`config.mk`:
```
export PLATFORM = sky130hd
export DESIGN_NAME = parallel_one_wire_master_core_flat
export DESIGN_NICKNAME = d
export VERILOG_FILES = /design/src/hw/rtl/pow_pkg.sv /design/src/hw/rtl/pow_req_if.sv /design/src/hw/rtl/pow_rsp_if.sv /design/src/hw/rtl/pow_front.sv /design/src/hw/rtl/pow_back.sv /design/src/hw/rtl/pow_out.sv /design/src/hw/rtl/parallel_one_wire_master_core.sv /design/src/flat_wrapper.sv
export VERILOG_INCLUDE_DIRS = /design/src /design/src/hw/rtl
export SDC_FILE = /design/constraint.sdc
export NUM_CORES = 1
export LEC_CHECK = 0
export BUFFER_PORTS_ARGS = -buffer_cell sky130_fd_sc_hd__buf_4
export CORE_MARGIN = 2
export CORE_UTILIZATION = 30
export CTS_CLUSTER_SIZE = 30
export DETAILED_ROUTE_END_ITERATION = 12
export GPL_TIMING_DRIVEN = 0
export HOLD_SLACK_MARGIN = 0.02
export PLACE_DENSITY = 0.55
export SLEW_MARGIN = 40
export SYNTH_ARGS = -nofsm -noshare
export SYNTH_HDL_FRONTEND = slang
export SYNTH_SLANG_ARGS = --single-unit
export TNS_END_PERCENT = 30
```
`constraint.sdc`:
```
create_clock -name clock -period 6.4 [get_ports clock]
set_input_delay 0 -clock clock [delete_from_list [all_inputs] [get_ports clock]]
set_output_delay 0 -clock clock [all_outputs]
set_load 0.05 [all_outputs]
```
`src/hw/rtl/assert_macros.svh`:
```
// Assertion macros shared by the RTL modules
`ifndef ASSERT_MACROS_SVH
`define ASSERT_MACROS_SVH

// Check a condition at every clock edge outside reset
`define ASSERT_ALWAYS(label, clk, rst, prop, msg) \
   label: assert property (@(posedge clk) disable iff (rst) (prop)) else $error(msg);

// Check a consequence in the same cycle as its cause
`define ASSERT_SAME(label, clk, rst, ante, cons, msg) \
   label: assert property (@(posedge clk) disable iff (rst) (ante) |-> (cons)) else $error(msg);

// Check a consequence in the cycle after its cause
`define ASSERT_NEXT(label, clk, rst, ante, cons, msg) \
   label: assert property (@(posedge clk) disable iff (rst) (ante) |=> (cons)) else $error(msg);

`endif

```
`src/hw/rtl/pow_pkg.sv`:
```
// Types, constants and helper functions of the parallel one-wire master
package pow_pkg;

   localparam int LANES       = 16;
   localparam int LANE_W      = $clog2(LANES);
   localparam int HALF_LANES  = LANES / 2;
   localparam int BYTE_W      = 8;
   localparam int BIT_W       = 3;
   localparam int US_W        = 10;
   localparam int SHORT_W     = 8;
   localparam int CFG_W       = 10;
   localparam int CFG_IDX_W   = 3;
   localparam int QUEUE_DEPTH = 4;
   localparam int QUEUE_PTR_W = $clog2(QUEUE_DEPTH);
   localparam int QUEUE_CNT_W = $clog2(QUEUE_DEPTH + 1);

   typedef enum logic [1:0] {
      OP_TICK  = 2'd0,
      OP_RESET = 2'd1,
      OP_WRITE = 2'd2,
      OP_READ  = 2'd3
   } op_type;

   typedef enum logic [CFG_IDX_W-1:0] {
      CSR_RESET_LOW   = 3'd0,
      CSR_RESET_WAIT  = 3'd1,
      CSR_WRITE_GAP   = 3'd2,
      CSR_WRITE_LOW   = 3'd3,
      CSR_SLOT        = 3'd4,
      CSR_READ_LOW    = 3'd5,
      CSR_READ_SAMPLE = 3'd6,
      CSR_READ_REST   = 3'd7
   } csr_type;

   typedef enum logic [3:0] {
      PH_IDLE      = 4'd0,
      PH_RST_LOW   = 4'd1,
      PH_RST_WAIT  = 4'd2,
      PH_WR_GAP    = 4'd3,
      PH_WR_LOW    = 4'd4,
      PH_WR_HOLD   = 4'd5,
      PH_RD_LOW    = 4'd6,
      PH_RD_SAMPLE = 4'd7,
      PH_RD_REST   = 4'd8
   } phase_type;

   typedef enum logic [1:0] {
      MODE_RUN    = 2'd0,
      MODE_SETTLE = 2'd1,
      MODE_EMIT   = 2'd2
   } mode_type;

   typedef struct packed {
      logic [US_W-1:0]    reset_low;
      logic [US_W-1:0]    reset_wait;
      logic [SHORT_W-1:0] write_gap;
      logic [SHORT_W-1:0] write_low;
      logic [SHORT_W-1:0] slot;
      logic [SHORT_W-1:0] read_low;
      logic [SHORT_W-1:0] read_sample;
      logic [SHORT_W-1:0] read_rest;
   } cfg_type;

   localparam cfg_type CFG_RESET = '{
      reset_low:   US_W'(700),
      reset_wait:  US_W'(330),
      write_gap:   SHORT_W'(5),
      write_low:   SHORT_W'(2),
      slot:        SHORT_W'(60),
      read_low:    SHORT_W'(4),
      read_sample: SHORT_W'(8),
      read_rest:   SHORT_W'(50)
   };

   typedef struct packed {
      op_type             op;
      logic [BYTE_W-1:0]  tx_byte;
      logic [BYTE_W-1:0]  pin_a;
      logic [BYTE_W-1:0]  pin_b;
   } cmd_type;

   typedef struct packed {
      logic               drive_low;
      logic               busy_res;
      logic               byte_valid;
      logic [LANE_W-1:0]  lane;
      logic [BYTE_W-1:0]  lane_byte;
      logic               last;
   } rsp_type;

   function automatic logic [US_W-1:0] phase_len(phase_type ph, cfg_type c);
      logic [US_W-1:0] len;
      case (ph)
         PH_RST_LOW:   len = c.reset_low;
         PH_RST_WAIT:  len = c.reset_wait;
         PH_WR_GAP:    len = US_W'(c.write_gap);
         PH_WR_LOW:    len = US_W'(c.write_low);
         PH_WR_HOLD:   len = US_W'(c.slot);
         PH_RD_LOW:    len = US_W'(c.read_low);
         PH_RD_SAMPLE: len = US_W'(c.read_sample);
         PH_RD_REST:   len = US_W'(c.read_rest);
         default:      len = US_W'(1);
      endcase
      return len;
   endfunction

   function automatic logic enter_drive(phase_type ph, logic [BYTE_W-1:0] tx,
                                        logic [BIT_W-1:0] bitn);
      logic drv;
      case (ph)
         PH_RST_LOW, PH_WR_LOW, PH_RD_LOW: drv = 1'b1;
         PH_WR_HOLD:                       drv = ~tx[bitn];
         default:                          drv = 1'b0;
      endcase
      return drv;
   endfunction

endpackage

```
`src/hw/rtl/pow_req_if.sv`:
```
// Request channel: operation, byte to write and sensed pin levels
interface pow_req_if;
   logic                       valid;
   logic                       ready;
   logic [1:0]                 operation;
   logic [pow_pkg::BYTE_W-1:0] tx_byte;
   logic [pow_pkg::BYTE_W-1:0] port_a_pins;
   logic [pow_pkg::BYTE_W-1:0] port_b_pins;

   modport source (output valid, operation, tx_byte, port_a_pins, port_b_pins,
                   input ready);
   modport sink   (input valid, operation, tx_byte, port_a_pins, port_b_pins,
                   output ready);
endinterface

```
`src/hw/rtl/pow_rsp_if.sv`:
```
// Response channel: bus drive, busy flag and received lane bytes
interface pow_rsp_if;
   logic                       valid;
   logic                       ready;
   logic                       drive_low;
   logic                       busy_res;
   logic                       byte_valid;
   logic [pow_pkg::LANE_W-1:0] lane;
   logic [pow_pkg::BYTE_W-1:0] lane_byte;
   logic                       last;

   modport source (output valid, drive_low, busy_res, byte_valid, lane, lane_byte, last,
                   input ready);
   modport sink   (input valid, drive_low, busy_res, byte_valid, lane, lane_byte, last,
                   output ready);
endinterface

```
`src/hw/rtl/pow_front.sv`:
```
// Front end: accept requests, decode the operation and queue them for the sequencer
`include "assert_macros.svh"

module pow_front (
   input  logic              clock,
   input  logic              reset,
   pow_req_if.sink           req,
   output logic              cmd_valid,
   output pow_pkg::cmd_type  cmd,
   input  logic              cmd_pop
);

   logic [pow_pkg::QUEUE_PTR_W-1:0] wr_ptr_ff, wr_ptr_in;
   logic [pow_pkg::QUEUE_PTR_W-1:0] rd_ptr_ff, rd_ptr_in;
   logic [pow_pkg::QUEUE_CNT_W-1:0] count_ff, count_in;
   pow_pkg::cmd_type                slot_ff [pow_pkg::QUEUE_DEPTH];
   pow_pkg::cmd_type                cmd_in;
   logic                            push;

   assign req.ready = count_ff != pow_pkg::QUEUE_CNT_W'(pow_pkg::QUEUE_DEPTH);
   assign push      = req.valid && req.ready;
   assign cmd_valid = count_ff != '0;
   assign cmd       = slot_ff[rd_ptr_ff];

   always_comb begin
      cmd_in.op      = pow_pkg::op_type'(req.operation);
      cmd_in.tx_byte = req.tx_byte;
      cmd_in.pin_a   = req.port_a_pins;
      cmd_in.pin_b   = req.port_b_pins;
      wr_ptr_in      = wr_ptr_ff + pow_pkg::QUEUE_PTR_W'(push);
      rd_ptr_in      = rd_ptr_ff + pow_pkg::QUEUE_PTR_W'(cmd_pop);
      count_in       = count_ff + pow_pkg::QUEUE_CNT_W'(push)
                                - pow_pkg::QUEUE_CNT_W'(cmd_pop);
   end

   always_ff @(posedge clock) begin
      if (reset) begin
         wr_ptr_ff <= '0;
         rd_ptr_ff <= '0;
         count_ff  <= '0;
      end else begin
         wr_ptr_ff <= wr_ptr_in;
         rd_ptr_ff <= rd_ptr_in;
         count_ff  <= count_in;
      end
   end

   always_ff @(posedge clock) begin
      if (push) begin
         slot_ff[wr_ptr_ff] <= cmd_in;
      end
   end

   `ASSERT_SAME(a_pop_nonempty, clock, reset, cmd_pop, count_ff != '0, "pop from empty queue")
   `ASSERT_ALWAYS(a_count_bound, clock, reset, count_ff <= pow_pkg::QUEUE_CNT_W'(pow_pkg::QUEUE_DEPTH), "queue overfilled")

endmodule

```
`src/hw/rtl/pow_back.sv`:
```
// Back end: bus phase sequencer, settings registers and lane receive store
`include "assert_macros.svh"

module pow_back (
   input  logic                              clock,
   input  logic                              reset,
   input  logic                              csr_write_en,
   input  logic [pow_pkg::CFG_IDX_W-1:0]     csr_index,
   input  logic [pow_pkg::CFG_W-1:0]         csr_wdata,
   input  logic                              cmd_valid,
   input  pow_pkg::cmd_type                  cmd,
   output logic                              cmd_pop,
   input  logic                              out_ready,
   output logic                              out_valid,
   output pow_pkg::rsp_type                  out_data
);

   pow_pkg::cfg_type                cfg_ff;
   pow_pkg::phase_type              phase_ff, phase_in;
   pow_pkg::mode_type               mode_ff, mode_in;
   logic [pow_pkg::US_W-1:0]        us_ff, us_in;
   logic [pow_pkg::BIT_W-1:0]       bit_ff, bit_in;
   logic [pow_pkg::BYTE_W-1:0]      tx_ff, tx_in;
   logic                            drive_ff, drive_in;
   logic [pow_pkg::LANE_W-1:0]      lane_ff, lane_in;
   logic [pow_pkg::BYTE_W-1:0]      pin_a_ff, pin_a_in;
   logic [pow_pkg::BYTE_W-1:0]      pin_b_ff, pin_b_in;
   logic [pow_pkg::BYTE_W-1:0]      rx_ff [pow_pkg::LANES];
   logic [pow_pkg::BYTE_W-1:0]      rx_in [pow_pkg::LANES];

   always_ff @(posedge clock) begin
      if (reset) begin
         cfg_ff <= pow_pkg::CFG_RESET;
      end else if (csr_write_en) begin
         case (pow_pkg::csr_type'(csr_index))
            pow_pkg::CSR_RESET_LOW:   cfg_ff.reset_low   <= csr_wdata;
            pow_pkg::CSR_RESET_WAIT:  cfg_ff.reset_wait  <= csr_wdata;
            pow_pkg::CSR_WRITE_GAP:   cfg_ff.write_gap   <= csr_wdata[pow_pkg::SHORT_W-1:0];
            pow_pkg::CSR_WRITE_LOW:   cfg_ff.write_low   <= csr_wdata[pow_pkg::SHORT_W-1:0];
            pow_pkg::CSR_SLOT:        cfg_ff.slot        <= csr_wdata[pow_pkg::SHORT_W-1:0];
            pow_pkg::CSR_READ_LOW:    cfg_ff.read_low    <= csr_wdata[pow_pkg::SHORT_W-1:0];
            pow_pkg::CSR_READ_SAMPLE: cfg_ff.read_sample <= csr_wdata[pow_pkg::SHORT_W-1:0];
            pow_pkg::CSR_READ_REST:   cfg_ff.read_rest   <= csr_wdata[pow_pkg::SHORT_W-1:0];
            default:                  cfg_ff             <= cfg_ff;
         endcase
      end
   end

   always_comb begin
      logic [pow_pkg::US_W:0]     cnt;
      logic                       do_leave;
      logic                       step_done;
      logic                       emit;
      logic [pow_pkg::BYTE_W-1:0] pa;
      logic [pow_pkg::BYTE_W-1:0] pb;
      pow_pkg::phase_type         nxt;

      phase_in  = phase_ff;
      mode_in   = mode_ff;
      us_in     = us_ff;
      bit_in    = bit_ff;
      tx_in     = tx_ff;
      drive_in  = drive_ff;
      lane_in   = lane_ff;
      pin_a_in  = pin_a_ff;
      pin_b_in  = pin_b_ff;
      rx_in     = rx_ff;
      cmd_pop   = 1'b0;
      out_valid = 1'b0;
      out_data  = '0;
      cnt       = '0;
      do_leave  = 1'b0;
      step_done = 1'b0;
      emit      = 1'b0;
      nxt       = pow_pkg::PH_IDLE;
      pa        = (mode_ff == pow_pkg::MODE_RUN) ? cmd.pin_a : pin_a_ff;
      pb        = (mode_ff == pow_pkg::MODE_RUN) ? cmd.pin_b : pin_b_ff;

      case (mode_ff)
         pow_pkg::MODE_RUN: begin
            if (cmd_valid && out_ready) begin
               cmd_pop   = 1'b1;
               step_done = 1'b1;
               pin_a_in  = cmd.pin_a;
               pin_b_in  = cmd.pin_b;
               if (cmd.op == pow_pkg::OP_TICK) begin
                  if (phase_ff != pow_pkg::PH_IDLE) begin
                     cnt = {1'b0, us_ff} + (pow_pkg::US_W + 1)'(1);
                     if (cnt >= {1'b0, pow_pkg::phase_len(phase_ff, cfg_ff)}) begin
                        do_leave = 1'b1;
                     end else begin
                        us_in = cnt[pow_pkg::US_W-1:0];
                     end
                  end
               end else if (phase_ff == pow_pkg::PH_IDLE) begin
                  bit_in = '0;
                  us_in  = '0;
                  case (cmd.op)
                     pow_pkg::OP_RESET: phase_in = pow_pkg::PH_RST_LOW;
                     pow_pkg::OP_WRITE: begin
                        tx_in    = cmd.tx_byte;
                        phase_in = pow_pkg::PH_WR_GAP;
                     end
                     default: begin
                        for (int j = 0; j < pow_pkg::LANES; j++) begin
                           rx_in[j] = '0;
                        end
                        phase_in = pow_pkg::PH_RD_LOW;
                     end
                  endcase
                  drive_in = pow_pkg::enter_drive(phase_in, tx_in, bit_in);
               end
            end
         end
         pow_pkg::MODE_SETTLE: begin
            if (out_ready) begin
               do_leave  = 1'b1;
               step_done = 1'b1;
            end
         end
         pow_pkg::MODE_EMIT: begin
            if (out_ready) begin
               out_valid           = 1'b1;
               out_data.drive_low  = drive_ff;
               out_data.busy_res   = phase_ff != pow_pkg::PH_IDLE;
               out_data.byte_valid = 1'b1;
               out_data.lane       = lane_ff;
               out_data.lane_byte  = rx_ff[lane_ff];
               out_data.last       = lane_ff == pow_pkg::LANE_W'(pow_pkg::LANES - 1);
               lane_in             = lane_ff + pow_pkg::LANE_W'(1);
               if (out_data.last) begin
                  mode_in = pow_pkg::MODE_RUN;
               end
            end
         end
         default: mode_in = pow_pkg::MODE_RUN;
      endcase

      if (do_leave) begin
         case (phase_ff)
            pow_pkg::PH_RST_LOW:   nxt = pow_pkg::PH_RST_WAIT;
            pow_pkg::PH_WR_GAP:    nxt = pow_pkg::PH_WR_LOW;
            pow_pkg::PH_WR_LOW:    nxt = pow_pkg::PH_WR_HOLD;
            pow_pkg::PH_WR_HOLD: begin
               if (bit_ff == '1) begin
                  bit_in = '0;
                  nxt    = pow_pkg::PH_IDLE;
               end else begin
                  bit_in = bit_ff + pow_pkg::BIT_W'(1);
                  nxt    = pow_pkg::PH_WR_GAP;
               end
            end
            pow_pkg::PH_RD_LOW:    nxt = pow_pkg::PH_RD_SAMPLE;
            pow_pkg::PH_RD_SAMPLE: begin
               for (int j = 0; j < pow_pkg::HALF_LANES; j++) begin
                  rx_in[j] = rx_ff[j]
                     | (pow_pkg::BYTE_W'(pa[pow_pkg::HALF_LANES-1-j]) << bit_ff);
                  rx_in[j + pow_pkg::HALF_LANES] = rx_ff[j + pow_pkg::HALF_LANES]
                     | (pow_pkg::BYTE_W'(pb[j]) << bit_ff);
               end
               nxt = pow_pkg::PH_RD_REST;
            end
            pow_pkg::PH_RD_REST: begin
               if (bit_ff == '1) begin
                  bit_in = '0;
                  emit   = 1'b1;
                  nxt    = pow_pkg::PH_IDLE;
               end else begin
                  bit_in = bit_ff + pow_pkg::BIT_W'(1);
                  nxt    = pow_pkg::PH_RD_LOW;
               end
            end
            default: nxt = pow_pkg::PH_IDLE;
         endcase
         phase_in = nxt;
         us_in    = '0;
         drive_in = pow_pkg::enter_drive(nxt, tx_ff, bit_in);
      end

      if (step_done) begin
         if (phase_in != pow_pkg::PH_IDLE
             && pow_pkg::phase_len(phase_in, cfg_ff) == '0) begin
            mode_in = pow_pkg::MODE_SETTLE;
         end else if (emit) begin
            mode_in = pow_pkg::MODE_EMIT;
            lane_in = '0;
         end else begin
            mode_in            = pow_pkg::MODE_RUN;
            out_valid          = 1'b1;
            out_data.drive_low = drive_in;
            out_data.busy_res  = phase_in != pow_pkg::PH_IDLE;
            out_data.last      = 1'b1;
         end
      end
   end

   always_ff @(posedge clock) begin
      if (reset) begin
         phase_ff <= pow_pkg::PH_IDLE;
         mode_ff  <= pow_pkg::MODE_RUN;
         us_ff    <= '0;
         bit_ff   <= '0;
         tx_ff    <= '0;
         drive_ff <= 1'b0;
         lane_ff  <= '0;
         for (int j = 0; j < pow_pkg::LANES; j++) begin
            rx_ff[j] <= '0;
         end
      end else begin
         phase_ff <= phase_in;
         mode_ff  <= mode_in;
         us_ff    <= us_in;
         bit_ff   <= bit_in;
         tx_ff    <= tx_in;
         drive_ff <= drive_in;
         lane_ff  <= lane_in;
         rx_ff    <= rx_in;
      end
   end

   always_ff @(posedge clock) begin
      pin_a_ff <= pin_a_in;
      pin_b_ff <= pin_b_in;
   end

   `ASSERT_SAME(a_emit_idle, clock, reset, mode_ff == pow_pkg::MODE_EMIT, phase_ff == pow_pkg::PH_IDLE && !drive_ff, "lane burst outside idle")
   `ASSERT_SAME(a_settle_busy, clock, reset, mode_ff == pow_pkg::MODE_SETTLE, phase_ff != pow_pkg::PH_IDLE, "settling while idle")
   `ASSERT_NEXT(a_burst_end, clock, reset, mode_ff == pow_pkg::MODE_EMIT && out_ready && lane_ff == pow_pkg::LANE_W'(pow_pkg::LANES - 1), mode_ff == pow_pkg::MODE_RUN, "burst did not end after last lane")

endmodule

```
`src/hw/rtl/pow_out.sv`:
```
// Output register stage between the sequencer and the response channel
module pow_out (
   input  logic              clock,
   input  logic              reset,
   input  logic              out_valid,
   input  pow_pkg::rsp_type  out_data,
   output logic              out_ready,
   pow_rsp_if.source         rsp
);

   logic             valid_ff, valid_in;
   pow_pkg::rsp_type data_ff;

   assign out_ready = !valid_ff || rsp.ready;
   assign valid_in  = out_ready ? out_valid : valid_ff;

   always_ff @(posedge clock) begin
      if (reset) begin
         valid_ff <= 1'b0;
      end else begin
         valid_ff <= valid_in;
      end
   end

   always_ff @(posedge clock) begin
      if (out_ready && out_valid) begin
         data_ff <= out_data;
      end
   end

   assign rsp.valid      = valid_ff;
   assign rsp.drive_low  = data_ff.drive_low;
   assign rsp.busy_res   = data_ff.busy_res;
   assign rsp.byte_valid = data_ff.byte_valid;
   assign rsp.lane       = data_ff.lane;
   assign rsp.lane_byte  = data_ff.lane_byte;
   assign rsp.last       = data_ff.last;

endmodule

```
`src/hw/rtl/parallel_one_wire_master_core.sv`:
```
// A request passes the front-end queue, the sequencer and the output register.
// Throughput: one request per cycle while responses are taken; each zero-length
// phase crossed adds a settle step. A request that ends a read holds the sequencer
// for a step with no response, then sixteen lane responses, one per cycle while taken.
// Synchronous active-high reset: idle bus, default timings, receive store cleared.
// Top level of the sixteen-lane one-wire bus master
module parallel_one_wire_master_core (
   input  logic                          clock,
   input  logic                          reset,
   pow_req_if.sink                       req,
   pow_rsp_if.source                     rsp,
   input  logic                          csr_write_en,
   input  logic [pow_pkg::CFG_IDX_W-1:0] csr_index,
   input  logic [pow_pkg::CFG_W-1:0]     csr_wdata
);

   logic             cmd_valid;
   pow_pkg::cmd_type cmd;
   logic             cmd_pop;
   logic             out_valid;
   logic             out_ready;
   pow_pkg::rsp_type out_data;

   pow_front u_front (
      .clock     (clock),
      .reset     (reset),
      .req       (req),
      .cmd_valid (cmd_valid),
      .cmd       (cmd),
      .cmd_pop   (cmd_pop)
   );

   pow_back u_back (
      .clock        (clock),
      .reset        (reset),
      .csr_write_en (csr_write_en),
      .csr_index    (csr_index),
      .csr_wdata    (csr_wdata),
      .cmd_valid    (cmd_valid),
      .cmd          (cmd),
      .cmd_pop      (cmd_pop),
      .out_ready    (out_ready),
      .out_valid    (out_valid),
      .out_data     (out_data)
   );

   pow_out u_out (
      .clock     (clock),
      .reset     (reset),
      .out_valid (out_valid),
      .out_data  (out_data),
      .out_ready (out_ready),
      .rsp       (rsp)
   );

endmodule

```
`src/flat_wrapper.sv`:
```
// flat-port wrapper written by rule: the top's interface ports become plain ports
module parallel_one_wire_master_core_flat 
  (clock, reset, csr_write_en, csr_index, csr_wdata, req_valid, req_operation, req_tx_byte, req_port_a_pins, req_port_b_pins, req_ready, rsp_valid, rsp_drive_low, rsp_busy_res, rsp_byte_valid, rsp_lane, rsp_lane_byte, rsp_last, rsp_ready);
  pow_req_if req_i ();
  pow_rsp_if rsp_i ();
  input  logic clock;
  input  logic reset;
  input  logic csr_write_en;
  input  logic [pow_pkg::CFG_IDX_W-1:0] csr_index;
  input  logic [pow_pkg::CFG_W-1:0] csr_wdata;
  input wire logic [$bits(req_i.valid)-1:0] req_valid;
  input wire logic [$bits(req_i.operation)-1:0] req_operation;
  input wire logic [$bits(req_i.tx_byte)-1:0] req_tx_byte;
  input wire logic [$bits(req_i.port_a_pins)-1:0] req_port_a_pins;
  input wire logic [$bits(req_i.port_b_pins)-1:0] req_port_b_pins;
  output wire logic [$bits(req_i.ready)-1:0] req_ready;
  output wire logic [$bits(rsp_i.valid)-1:0] rsp_valid;
  output wire logic [$bits(rsp_i.drive_low)-1:0] rsp_drive_low;
  output wire logic [$bits(rsp_i.busy_res)-1:0] rsp_busy_res;
  output wire logic [$bits(rsp_i.byte_valid)-1:0] rsp_byte_valid;
  output wire logic [$bits(rsp_i.lane)-1:0] rsp_lane;
  output wire logic [$bits(rsp_i.lane_byte)-1:0] rsp_lane_byte;
  output wire logic [$bits(rsp_i.last)-1:0] rsp_last;
  input wire logic [$bits(rsp_i.ready)-1:0] rsp_ready;
  assign req_i.valid = req_valid;
  assign req_i.operation = req_operation;
  assign req_i.tx_byte = req_tx_byte;
  assign req_i.port_a_pins = req_port_a_pins;
  assign req_i.port_b_pins = req_port_b_pins;
  assign req_ready = req_i.ready;
  assign rsp_valid = rsp_i.valid;
  assign rsp_drive_low = rsp_i.drive_low;
  assign rsp_busy_res = rsp_i.busy_res;
  assign rsp_byte_valid = rsp_i.byte_valid;
  assign rsp_lane = rsp_i.lane;
  assign rsp_lane_byte = rsp_i.lane_byte;
  assign rsp_last = rsp_i.last;
  assign rsp_i.ready = rsp_ready;
  parallel_one_wire_master_core u_core (.clock(clock), .reset(reset), .req(req_i), .rsp(rsp_i), .csr_write_en(csr_write_en), .csr_index(csr_index), .csr_wdata(csr_wdata));
endmodule
```
---- Word-level counts from Yosys, hierarchy flattened ----
Memories as Yosys holds them, arrays and structs flattened. A register that Yosys moved wholly into a read port is not among the register bits.
Cells that the tools add are included.
word-level totals
  register bits after elaboration ......... 268
  bits in writable memories ............... 104
  bits of input ports ..................... 44
  output and inout bits ................... 18
  memories kept ........................... 1
memory list
  name                    depth  bits a word  read ports  clocked after memory_dff  write ports  line             source
  u_core.u_front.slot_ff  4      26           1           1                         1            pow_front.sv:16  pow_pkg::cmd_type slot_ff [pow_pkg::QUEUE_DEPTH];
operators by class
  add/subtract/negate cells ............... 7
  $lt $le $gt $ge ......................... 3
  equality and inequality tests ........... 44
  shifts and indexed selects .............. 16
  multiplexer cells ....................... 97
  bitwise operators ....................... 20
  reductions and logical operators ........ 35
operator list
  operator               count
  $mux 128               7
  $pmux 10 s8            2
  $or 8x8->8             16
  $shl 1x3->8            16
  $mux 10                9
  $mux 8                 9
  $mux 4                 15
  $eq 4x3->1 const B     14
  $bmux 8 s4             1
  $mux 16                2
  $pmux 4 s7             1
  $mux 3                 9
  $mux 1                 25
  $mux 2                 10
  $reduce_and 2->1       10
  $eq 4x1->1 const B     4
  $eq 4x2->1 const B     4
  $eq 3x3->1 const B     5
  $eq 4x4->1 const B     3
  $add 10x1->11 const B  1
  $ge 11x10->1           1
  $logic_not 10->1       1
  $reduce_and 5->1       2
  $ne 3x3->1 const B     3
  33 further kinds       52

---- Logic depth before layout (Yosys ltp) ----
  word-level depth ........................ 22
  depth in mapped cells ................... 18
  depth with buffers taken out ............ 15

---- Cells and area by module ----
A second synthesis with hierarchy kept.
unflattened totals
  cell total of the unflattened synthesis .. 1569
  area, all modules ....................... 17021.3 um^2
by module, submodules not included
  module     times used  cells each  area an instance (um^2)
  pow_back   1           1379        12323.1
  pow_front  1           169         4162.7
  pow_out    1           21          535.5

---- Worst setup path before layout ----
OpenSTA, ideal clock, no wires.
  kind .................................... flip-flop to flip-flop
  start ................................... register u_core.u_back.phase_ff[0]
  end ..................................... register u_core.u_out.data_ff, in the netlist u_core.u_out.rsp.busy_res, enable pin
  setup time .............................. 0.364 ns
  data arrival time ....................... 4.182 ns
  data required time ...................... 6.036 ns
  path slack .............................. 1.853 ns
  stages on the path, launching flop included .. 16
  cells stage by stage .................... dfxtp_1 -> clkbuf_1 -> clkbuf_1 -> buf_1 -> mux4_2 -> a21oi_1 -> o21a_1 -> ha_1 -> a211o_1 -> a21oi_1 -> a21oi_4 -> mux2_4 -> mux2i_1 -> o32ai_2 -> o31ai_2 -> nand2_1
between the ends
  longest elaborated chain between the ends .. 21
  elaborated cells between the ends (all ways) .. 47
  those cells by class .................... order compare: 1; eq/ne: 16; mux: 24; reduce/logical: 6
RTL lines
  element                             line                            source
  start, declared                     pow_back.sv:19                  pow_pkg::phase_type phase_ff, phase_in;
  start signal, assigned              pow_back.sv:199                 phase_ff <= pow_pkg::PH_IDLE;
  start signal, assigned              pow_back.sv:210                 phase_ff <= phase_in;
  $eq 4x4->1 (tied with other cells)  pow_pkg.sv:93, pow_back.sv:140
  $pmux 10 s8                         pow_pkg.sv:93                   case (ph)
  $mux 10                             pow_back.sv:87                  if (phase_ff != pow_pkg::PH_IDLE) begin
  $mux 10                             pow_back.sv:86                  if (cmd.op == pow_pkg::OP_TICK) begin
  $mux 10                             pow_back.sv:81                  if (cmd_valid && out_ready) begin
  $mux 10                             pow_back.sv:79                  case (mode_ff)
  $ge 11x10->1                        pow_back.sv:89                  if (cnt >= {1'b0, pow_pkg::phase_len(phase_ff, cfg_ff)}) begin
  $mux 1                              pow_back.sv:89
  [5 not listed]                      n/a
  $eq 4x4->1 (tied with other cells)  pow_pkg.sv:93
  $pmux 10 s8                         pow_pkg.sv:93
  $mux 10                             pow_back.sv:180                 if (step_done) begin
  $logic_not 10->1                    pow_back.sv:182                 && pow_pkg::phase_len(phase_in, cfg_ff) == '0) begin
  $logic_and 1x1->1                   pow_back.sv:182
  $mux 1 (*)                          pow_back.sv:181                 if (phase_in != pow_pkg::PH_IDLE
  $mux 1 (*)                          pow_back.sv:180
  $logic_and 1x1->1 (*)               pow_out.sv:26                   if (out_ready && out_valid) begin
  end signal, assigned                pow_out.sv:27                   data_ff <= out_data;
  end, declared                       pow_out.sv:12                   pow_pkg::rsp_type data_ff;
Every way passes the cells marked *; elsewhere a longest branch is shown, timed or not. The select of a mux whose other input is x is not followed.
A chain may end at the register's enable or synchronous reset.

---- Worst setup path in the final report ----
  start ................................... register u_core.u_back.phase_ff[0]
  end ..................................... register u_core.u_out.data_ff, in the netlist u_core.u_out.rsp.lane_byte[4], enable pin
The elaborated chain is that of the path after synthesis.

==> impl_metrics.json <==
{
  "status": "complete, no violations",
  "critical-path-slowest-cell": "sky130_fd_sc_hd__mux4_2",
  "cts_setup_buffers": 0,
  "antenna_found_initial": 1,
  "fp.coreArea_mm2": 0.0538,
  "synth.ff_latch_count": 372,
  "power.density_cell_area_mw_per_mm2": 390,
  "layout.cells.most_common": "sky130_fd_sc_hd__dfxtp_1",
  "final_hold_viol_count": 0,
  "n_antenna_cell": 0,
  "finalCritPeriodShare_pct": 90.8,
  "critPathMaxFanout": 16,
  "finalCriticalPeriod_ns": 5.81,
  "drt-total-wl_um": 47200,
  "route.detailed.drc": 0,
  "hpwl_um": 33500,
  "post_synth.cell_area_avg_um2": 11.1,
  "floorplan.rows": 85,
  "critical_path_arrival_ns": 5.98,
  "route.vias.total": 12500,
  "worst_setup_path_end_kind": "flip-flop",
  "io_pins": 62,
  "synthCells": 1476,
  "critPathMaxStageDelay_ns": 0.59,
  "die_w_um": 237,
  "fmax_ghz": 0.172,
  "worst_min_path_class": "primary input to flip-flop",
  "count_of_endpoints_failing_setup_in_the_final_report": 0,
  "startpoint_type": "flip-flop",
  "grt_max_degree": 20,
  "global_route.overflow_total": 0,
  "initial_core_util_pct": 30.3,
  "route.detailed.vias_per_inst": 5.33,
  "clkSinkCount": 372,
  "postSynth.topFlopCell": "sky130_fd_sc_hd__dfxtp_1",
  "fin_setup_tns_ns": 0,
  "nets": 1691,
  "clk_transition_reported_paths_ns": 0.07,
  "root_buffer": "sky130_fd_sc_hd__clkbuf_16",
  "yosysWarningCount": 0,
  "grt_use_total_pct": 16.6,
  "routability_driven_placement_congestion_ratio": 0.907,
  "syn_nets": 1543,
  "worst_skew_late_latency_ns": 0.57,
  "first_global_vias": 12200,
  "synth_enable_flop_cells": 136,
  "fraction_of_final_layout_cells_with_drive_strength_greater_than_1_pct": 15.6,
  "grt_first_pass_wirelength_um": 72500,
  "drt_pass1_iterations": 6,
  "rsz0062_at_grt": "false",
  "final_cell_mix": "sky130_fd_sc_hd__dfxtp_1 (236), sky130_fd_sc_hd__nor2_1 (192), sky130_fd_sc_hd__nand2_1 (161), sky130_fd_sc_hd__a22oi_1 (144), sky130_fd_sc_hd__edfxtp_1 (136)",
  "peakVddDrop_mv": 0.175,
  "reg2reg_setup_slack_ns": 0.59,
  "starting_drt_drc_count": 1301,
  "cts-root-to-sink-buffers": 3,
  "route.antenna.remaining_nets": 0,
  "area_growth_syn_to_layout_pct": 19.9,
  "cts_made_buffers": 40,
  "maxSlewViolCount": 0,
  "p_leak_uw": 0.00663,
  "setup.worst_path.class": "flip-flop to flip-flop",
  "postPlaceCellArea_mm2": 0.0178,
  "max_cap_violations": 0,
  "tritoncts": "built",
  "io_buffers": 50,
  "layout.cell_area.non_filler_mm2": 0.0196,
  "cp_cell_sequence": "clkbuf_1 -> clkbuf_1 -> buf_1 -> mux4_2 -> a21oi_1 -> o21a_1 -> ha_1 -> a211o_1 -> a21oi_1 -> a21oi_4 -> mux2i_1 -> mux2i_1 -> nor2_1 -> o31ai_2 -> nand2_1",
  "syn_area_mm2": 0.0163,
  "ys_async_sr_fraction_pct": 0,
  "drt-wirelength-per-cell_um": 20.1,
  "cp.required_ns": 6.57,
  "timing.max_slew.rel_slack_pct": 44.2,
  "dieHeight_um": 237,
  "clock_tree.htree_level_count": 2,
  "full_die_area_mm2": 0.0563,
  "synth_sequential_area_ratio_pct": 53.9,
  "synth_cell_types": 78,
  "max_slew.worst_pin.slew_ns": 0.837,
  "clock_skew_ns": 0.0296
}
[worst paths after layout]
check	from	end	depth (start not counted)
worst max-delay path	u_core.u_back.phase_ff[0]	u_core.u_out.rsp.lane_byte[4]	15
worst min-delay path	req_valid	u_core.u_front.wr_ptr_ff[0]	5
worst max register to register	u_core.u_back.phase_ff[0]	u_core.u_out.rsp.lane_byte[4]	15
worst min register to register	flip-flop	flip-flop	2
[logic make-up (layout without fill, tap and decap cells)]
family,count (synthesis),count (layout),synth area share (%)
compound gates,315,315,13.6
xor+xnor,15,15,0.804
fa+ha+maj,23,23,1.81
buf+inv,119,299,2.83
flops,372,372,53.9
mux,103,103,11.6
simple gates,529,529,15.4
[cell type report]
cell class | count | area (um2)
clock buffer | 60 | 1200
clock inverter | 14 | 200
sequential | 372 | 8810
fill | 5373 | 34200
tap | 696 | 871
timing repair buffer | 106 | 913
buffer | 102 | 407
inverter | 17 | 63.8
multi-input combinational | 985 | 7110
[critical path, delay by kind of cell, from the launching register on]
family                     cells  cell delay (ns)
AOI/OAI and AO/OA              6             1.59
muxes                          3             1.33
buffers and inverters          3             1.26
and+or+nand+nor                2             0.61
DFF                            1             0.34
adders and majority gates      1             0.24
[repair_timing]
item,CTS,global route
gates resized for setup,0,0
hold buffers,40,0
endpoints found under the hold margin,165,0
[metal layers]
layer	share of wire (%)	global-route usage, %	vias to the layer above	routed length, um
li1	-	-	5792	-
met1	47	23.6	6279	22100
met2	45	26.0	387	21400
met3	5.3	2.54	79	2520
met4	2.5	5.16	2	1160
met5	0.028	0	-	13
[power breakdown]
part	internal, uW	switching [uW]	total [uW]
Clock	1470	979	2450
Sequential	2760	84.3	2840
Combinational	720	1630	2350
Total	4950	2690	7640
[flip-flops by register name, summed over array words and instances (netlist names), 7 cells and up, named ones only]
| name | cells |
|---|---|
| u_core.u_back.pin_a_ff | 8 |
| u_core.u_back.rx_ff | 128 |
| u_core.u_back.cfg_ff | 68 |
| u_core.u_back.tx_ff | 7 |
| u_core.u_back.pin_b_ff | 8 |
| u_core.u_out.rsp.lane_byte | 8 |
| u_core.u_back.us_ff | 10 |
| u_core.u_front.slot_ff | 104 |
[Yosys cell counts (6+ instances only)]
library cell	n	share of area, %
sky130_fd_sc_hd__mux4_2	67	9.2
sky130_fd_sc_hd__a32oi_1	6	0.32
sky130_fd_sc_hd__mux2i_1	18	1.1
sky130_fd_sc_hd__nor2b_1	21	0.80
sky130_fd_sc_hd__inv_1	17	0.39
sky130_fd_sc_hd__a21oi_1	70	2.1
sky130_fd_sc_hd__nor4_1	7	0.27
sky130_fd_sc_hd__mux2_2	17	1.2
sky130_fd_sc_hd__ha_1	22	1.7
sky130_fd_sc_hd__o31ai_1	8	0.37
sky130_fd_sc_hd__edfxtp_1	136	25
sky130_fd_sc_hd__nand2b_1	14	0.54
sky130_fd_sc_hd__nor3_1	15	0.46
sky130_fd_sc_hd__xnor2_1	10	0.54
sky130_fd_sc_hd__and2_1	11	0.42
sky130_fd_sc_hd__nand2_1	161	3.7
sky130_fd_sc_hd__and3_1	9	0.34
sky130_fd_sc_hd__a22o_1	6	0.32
sky130_fd_sc_hd__o21ai_0	18	0.55
sky130_fd_sc_hd__buf_2	11	0.34
sky130_fd_sc_hd__clkbuf_1	76	1.7
sky130_fd_sc_hd__a22oi_1	144	6.6
sky130_fd_sc_hd__a211o_1	13	0.70
sky130_fd_sc_hd__nand3b_1	13	0.60
sky130_fd_sc_hd__dfxtp_1	236	29
sky130_fd_sc_hd__nor2_1	193	4.4
sky130_fd_sc_hd__buf_1	14	0.32
sky130_fd_sc_hd__nand3_1	44	1.3
[per-stage QoR]
stage	std cells	hold slack [ns]	setup slack, ns	util (%)	power [uW]
finish	2352	0.0551	0.588	36.4	7640
global route	2352	0.0721	0.208	36.4	7980
CTS	2352	0.0334	0.622	36.4	7680
detailed placement	2238	0.206	0.643	33.0	5200
global placement	2222	0.203	0.336	32.7	5170
floorplan	1476	0.0989	1.85	-	4400
(Power assumes the default switching activity.)
